[src/hdl/pavm_ram.sv]
module pavm_ram #(
   parameter int WIDTH = 8,
   parameter int DEPTH = 16
) (
   input  logic                     clock,
   input  logic                     wr_en,
   input  logic [$clog2(DEPTH)-1:0] wr_addr,
   input  logic [WIDTH-1:0]         wr_data,
   input  logic [$clog2(DEPTH)-1:0] rd_addr,
   output logic [WIDTH-1:0]         rd_data
);
   logic [WIDTH-1:0] mem [DEPTH];

   always_ff @(posedge clock) begin
      if (wr_en) mem[wr_addr] <= wr_data;
      rd_data <= mem[rd_addr];
   end
endmodule

[config.mk]
export PLATFORM = sky130hd
export DESIGN_NAME = pavm_ram
export DESIGN_NICKNAME = d
export VERILOG_FILES = /design/src/hdl/pavm_ram.sv
export SDC_FILE = /design/constraint.sdc
export NUM_CORES = 1
export LEC_CHECK = 0
export BUFFER_PORTS_ARGS = -buffer_cell sky130_fd_sc_hd__buf_4
export CELL_PAD_IN_SITES_DETAIL_PLACEMENT = 1
export CELL_PAD_IN_SITES_GLOBAL_PLACEMENT = 1
export CORE_MARGIN = 5
export CORE_UTILIZATION = 30
export DETAILED_ROUTE_END_ITERATION = 6
export PLACE_DENSITY = 0.53
export SLEW_MARGIN = 20
export SYNTH_ARGS = -nofsm -noshare
export SYNTH_HDL_FRONTEND = slang
export SYNTH_SLANG_ARGS = --single-unit
[constraint.sdc]
create_clock -name clock -period 2.8 [get_ports clock]
set_clock_uncertainty 0.1 [all_clocks]
set_input_delay 0.84 -clock clock [delete_from_list [all_inputs] [get_ports clock]]
set_output_delay 0.84 -clock clock [all_outputs]
set_load 0.05 [all_outputs]
==> results of run 1 <==
-- per-layer routing --
layer / track usage / wire, um / vias up
li1: - / - / 1081
met1: 0.147 / 4840 / 1261
met2: 0.193 / 5440 / 38
met3: 0.0308 / 390 / 11
met4: 0.0444 / 142 / 0
met5: 0 / 0 / -
-- layout make-up --
cell class | count | area share
Sequential cell | 136 | 0.641
Tap cell | 220 | 0.0441
Multi-Input combinational cell | 83 | 0.169
Timing Repair Buffer | 45 | 0.0581
Clock inverter | 9 | 0.0122
Clock buffer | 23 | 0.0749
-- cell families (layout without fill, tap and decap cells) --
logic type,Yosys count,count (layout),synth area share
simple gates,35,35,0.0318
flops,136,136,0.778
buf+inv,10,77,0.0168
compound gates,16,16,0.0233
mux,32,32,0.150
-- metrics by stage --
| step | power [mW] | hold slack (ps) | instances | instance area [um2] |
|---|---|---|---|---|
| final | 4.60 | 563 | 516 | 6240 |
| after global routing | 4.77 | 600 | 516 | 6240 |
| after floorplan | 2.49 | 529 | 229 | 5150 |
| after CTS | 4.65 | 571 | 516 | 6240 |
| after detailed placement | 2.62 | 558 | 484 | 5700 |
| after global placement | 2.61 | 562 | 484 | 5700 |
-- how the worst max path moves through the flow --
stage	startpoint	end	slack, ps	cells after the start
4_1_cts	rd_addr[1]	rd_data[1]	850	5
3_3_place_gp	rd_addr[1]	rd_data[1]	420	5
3_5_place_dp	rd_addr[1]	rd_data[1]	420	5
5_1_grt	rd_addr[1]	rd_data[1]	800	5
2_1_floorplan	wr_addr[2]	mem[0][0]	370	2
6_report	rd_data[5]	rd_data[5]	880	1
-- sequential cells by signal (all words and copies together) (netlist names) --
register and count:
mem 128, rd_data 8
-- layout by cell type (no fill, tap or decap) --
master,n
buf_4,43
clkbuf_16,17
nor3_1,4
bufinv_16,1
and2_1,1
buf_12,2
mux4_1,14
clkinv_4,1
and2b_1,1
nand2b_1,2
mux4_2,18
nand2_1,9
a22oi_1,16
clkbuf_8,2
nand3_1,1
edfxtp_1,128
nand3b_1,2
nor2b_1,1
clkinvlp_4,1
or3b_2,1
dfxtp_1,8
clkinv_2,6
nor2_1,13
clkbuf_1,4
-- power groups by stage --
stage          Combinational (mW)  Clock [mW]  Sequential (mW)
2_1_floorplan               0.116           0             2.38
3_3_place_gp                0.279           0             2.33
3_5_place_dp                0.283           0             2.33
4_1_cts                     0.284        2.08             2.29
5_1_grt                     0.297        2.18             2.29
6_report                    0.275        2.03             2.29
==> flow_metrics.env, run 1 <==
export IMPL_dp_slack_ps=415
export IMPL_cp_data_arrival_time_ps=980
export IMPL_drt_pass1_iter_count=4
export IMPL_grt_overflow=0
export IMPL_syn2layout_area_growth_pct=21.3
export IMPL_globalplace_congestion=0.706
export IMPL_postCtsSetupRepairBufs=0
export IMPL_async_reset_ff_frac=0
export IMPL_synth_area_leader_cell="edfxtp_1"
export IMPL_wire_per_inst_um=21.0
export IMPL_filler_cell_count=1643
export IMPL_ys_types=19
export IMPL_hp_class="reg -> reg"
export IMPL_synth_most_common_cell="edfxtp_1"
export IMPL_yosys_most_used_dff="edfxtp_1"
export IMPL_syn_avg_cell_area_um2=22.5
export IMPL_slowest_delay_ps=360
export IMPL_path_class="reg -> out"
export IMPL_synth_area_um2=5150
export IMPL_synth_top_area_share=0.747
export IMPL_synth_ff_latch_count=136
export IMPL_grt_pass1_vias=2654
export IMPL_route_vias_total=2391
export IMPL_r2r_end="rd_data[1]"
export IMPL_cp_slowest_cell="dfxtp_1"
export IMPL_critical_path_top_delay_family="flip-flops"
export IMPL_multi_input_area_um2=1060
export IMPL_seq_area_um2=4000
export IMPL_power_leakage_nw=2.10
export IMPL_ant_nets=0
export IMPL_worst_ep_required_time_ps=1860
export IMPL_slew_headroom=0.510
export IMPL_drc=0
export IMPL_setup_viol=0
export IMPL_fp_row_count=47
export IMPL_clockBufferDepth=2
export IMPL_combPwrFrac=0.060
export IMPL_drt_iter0_drc=138
export IMPL_clkTransAtPathRegs_ps=50
export IMPL_cts_tree="done"
export IMPL_rsz0062_at_grt="no"
export IMPL_finalCritPeriodShare=0.687
export IMPL_track_usage=0.116
export IMPL_cts_buffers=17
export IMPL_start_kind="register"
export IMPL_syn_instance_count=229
export IMPL_drt_total_wl_um=10800
export IMPL_crit_buf_inv=1
export IMPL_worstHoldEndpoint="rd_data[0]"
export IMPL_setup_tns_final_ps=0
export IMPL_start_util=0.308
export IMPL_grt_max_degree=29
export IMPL_cap_viol_max_count=0
export IMPL_antenna_found_initial=0
export IMPL_r2r_cells=3
export IMPL_p_sw_mw=0.952
export IMPL_worstMarginPinSlew_ps=733
export IMPL_irDropWorstVdd_mv=0.377
export IMPL_slew_violations=0
export IMPL_status="complete, no violations"
export IMPL_hold_start="mem[4][0]"
export IMPL_core_area_um2=16700
export IMPL_grt_pass1_wl_um=16600
export IMPL_rr_startpoint="mem[1][1]"
export IMPL_io_pins=26
export IMPL_clk_latency_ps=400
export IMPL_fin_ws_ps=876
export IMPL_cts_htree_levels=4
export IMPL_final_nets=301
export IMPL_cts_sinks=136
export IMPL_synth_edff_count=128
export IMPL_io_buffers=25
export IMPL_yosysWarningCount=0
export IMPL_fmax_mhz=520
export IMPL_cp_end_kind="primary output"
export IMPL_power_density_nw_per_um2=736
export IMPL_drive_gt1_frac=0.311
export IMPL_final_hold_viol_count=0
export IMPL_fp_dieH_um=141
export IMPL_period_minus_slack_ps=1920
export IMPL_ff2ff_setup_slack_ps=1340
export IMPL_utilization=0.374
export IMPL_dpl_hpwl_um=7050
export IMPL_hold_depth=3
export IMPL_cts_resized_gates=0
export IMPL_p_clk_frac=0.442
export IMPL_ys_top_cells_by_count="128 x edfxtp_1, 18 x mux4_2, 16 x a22oi_1"
export IMPL_internal_power_mw=3.64
export IMPL_antenna_cells=0
export IMPL_die_area_um2=19900
export IMPL_cts_root_buf="clkbuf_16"
export IMPL_dieWidth_um=141
export IMPL_synth_area_leaders="edfxtp_1 75%, mux4_2 7.9%, mux4_1 7.1%, dfxtp_1 3.1%, a22oi_1 2.3%"
export IMPL_p_seq_frac=0.498
export IMPL_viasPerCell=4.63
export IMPL_worstPathMaxFanout=1
export IMPL_swShare=0.207
export IMPL_hold_buffers=0
export IMPL_ys_seq_area_frac=0.778
export IMPL_syn_nets=247
export IMPL_cp_cell_sequence="buf_4"
Note: power is estimated with default switching activity, not from simulation.
==> inputs of run 2 (changes only) <==
--- a/config.mk
+++ b/config.mk
@@ -11,7 +11,7 @@
 export CORE_MARGIN = 5
 export CORE_UTILIZATION = 30
 export DETAILED_ROUTE_END_ITERATION = 6
-export PLACE_DENSITY = 0.53
+export PLACE_DENSITY = 0.55
 export SLEW_MARGIN = 20
 export SYNTH_ARGS = -nofsm -noshare
 export SYNTH_HDL_FRONTEND = slang
==> constraint.sdc (replaced) <==
create_clock -name clock -period 1.6 [get_ports clock]
set_clock_uncertainty 0.1 [all_clocks]
set_input_delay 0.48 -clock clock [delete_from_list [all_inputs] [get_ports clock]]
set_output_delay 0.48 -clock clock [all_outputs]
set_load 0.05 [all_outputs]
==> flow_metrics.env, run 2 (synthesized netlist as in run 1, its figures left out) <==
export IMPL_status="complete, no violations"
export IMPL_crit_buf_inv=1
export IMPL_critical_path_top_delay_family="flip-flops"
export IMPL_grt_pass1_vias=2853
export IMPL_hp_class="in -> reg"
export IMPL_hold_slack_ps=291
export IMPL_setup_viol=0
export IMPL_ff2ff_setup_slack_ps=180
export IMPL_final_common_cell="edfxtp_1"
export IMPL_clk_latency_ps=410
export IMPL_setup_tns_final_ps=0
export IMPL_start_kind="register"
export IMPL_utilization=0.387
export IMPL_grt_overflow=0
export IMPL_ant_nets=0
export IMPL_final_cells=532
export IMPL_die_area_um2=19900
export IMPL_power_density_nw_per_um2=1250
export IMPL_globalplace_congestion=0.690
export IMPL_slew_violations=0
export IMPL_grt_pass1_wl_um=17400
export IMPL_syn2layout_area_growth_pct=25.5
export IMPL_drt_total_wl_um=11100
export IMPL_antenna_cells=0
export IMPL_cts_tree="done"
export IMPL_track_usage=0.122
export IMPL_dpl_hpwl_um=7510
export IMPL_power_leakage_nw=2.16
export IMPL_cp_end_kind="primary output"
export IMPL_start_util=0.308
export IMPL_io_buffers=25
export IMPL_worst_ep_required_time_ps=1020
export IMPL_drt_pass1_iter_count=4
export IMPL_slew_headroom=0.467
export IMPL_drt_iter0_drc=132
export IMPL_fmax_mhz=643
export IMPL_reg_top3="mem x128, rd_data x8"
export IMPL_fp_dieH_um=141
export IMPL_antenna_found_initial=0
export IMPL_final_nets=318
export IMPL_r2r_cells=3
export IMPL_dieWidth_um=141
export IMPL_largest_reg_flops=128
export IMPL_cp_slowest_cell="dfxtp_1"
export IMPL_top_register="mem"
export IMPL_cts_buffers=17
export IMPL_worstSetupPathDepth=1
export IMPL_viasPerCell=4.62
export IMPL_r2r_end="rd_data[7]"
export IMPL_hold_start="wr_data[4]"
export IMPL_worstHoldEndpoint="mem[3][4]"
export IMPL_finalCritPeriodShare=0.971
export IMPL_io_pins=26
export IMPL_clkTransAtPathRegs_ps=50
export IMPL_cp_cell_sequence="buf_4"
export IMPL_postCtsSetupRepairBufs=0
export IMPL_finish_instance_area_um2=6460
export IMPL_cts_root_buf="clkbuf_16"
export IMPL_rsz0062_at_grt="no"
export IMPL_drc=0
export IMPL_final_cell_mix="128 x edfxtp_1, 51 x buf_4, 31 x mux4_2"
export IMPL_final_hold_viol_count=0
export IMPL_fp_row_count=47
export IMPL_slowest_delay_ps=350
export IMPL_wire_per_inst_um=20.9
export IMPL_worstMarginPinSlew_ps=797
export IMPL_cap_viol_max_count=0
export IMPL_route_vias_total=2456
export IMPL_period_minus_slack_ps=1550
export IMPL_rr_startpoint="mem[10][7]"
export IMPL_dpl_instance_area_um2=5930
export IMPL_hold_buffers=0
export IMPL_dpl_cell_count=501
export IMPL_hold_depth=1
export IMPL_cts_htree_levels=4
export IMPL_cts_sinks=136
export IMPL_clockBufferDepth=2
export IMPL_path_class="reg -> out"
export IMPL_grt_max_degree=17
export IMPL_drive_gt1_frac=0.397
export IMPL_irDropWorstVdd_mv=0.847
export IMPL_core_area_um2=16700
export IMPL_worstPathMaxFanout=1
export IMPL_cp_data_arrival_time_ps=970
==> run 2: cell count changes in the layout (fill, tap and decap cells not counted), moves of 3 or more <==
cell      delta
mux4_1      -13
mux4_2      +13
buf_12       +8
buf_4        +8
nor3_1       -4
clkbuf_1     +3
clkinv_2     -3
nor2_1       -3
nor2_4       +3
nor3_2       +3
==> run 2: timing repair <==
item,in CTS,in global routing
hold endpoints to repair,0,0
gates resized for setup,0,1
endpoints found under the setup margin,0,1
==> run 2: power breakdown <==
| group | switching [mW] | internal, mW | leakage (nW) |
|---|---|---|---|
| Sequential | 0.0278 | 3.99 | 1.22 |
| Combinational | 0.311 | 0.236 | 0.673 |
| Clock | 1.30 | 2.20 | 0.260 |
| Total | 1.64 | 6.42 | 2.16 |
==> run 2: area by class of cell <==
cell class	count	area, um2
clock buffers	26	479
clock inverters	5	48.8
fillers	1645	10200
multi-input cells	83	1060
flip-flops and latches	136	4000
well taps	220	275
repair buffers	62	594
==> run 2: routing by layer <==
| metal | track usage | vias up | part of all wire |
|---|---|---|---|
| met5 | 0 | - | 0 |
| met4 | 0.0474 | 0 | 0.018 |
| met3 | 0.0335 | 14 | 0.037 |
| met2 | 0.196 | 43 | 0.49 |
| met1 | 0.158 | 1298 | 0.45 |
| li1 | - | 1101 | - |
==> run 2: worst max-delay path by stage <==
stage,from,to,slack (ps)
6_report,rd_data[0],rd_data[0],50
5_1_grt,rd_data[0],rd_data[0],3
4_1_cts,rd_data[0],rd_data[0],0.1
3_5_place_dp,rd_addr[0],rd_data[3],-370
3_3_place_gp,rd_addr[0],rd_data[3],-340
2_1_floorplan,wr_addr[2],mem[0][0],-110
==> run 2: per-stage QoR <==
stage               setup WS [ps]  total power, mW
CTS                         0.102             8.16
floorplan                    -113             4.39
global route                 3.43             8.35
detailed placement           -366             4.65
finish                       46.0             8.05
global placement             -341             4.63
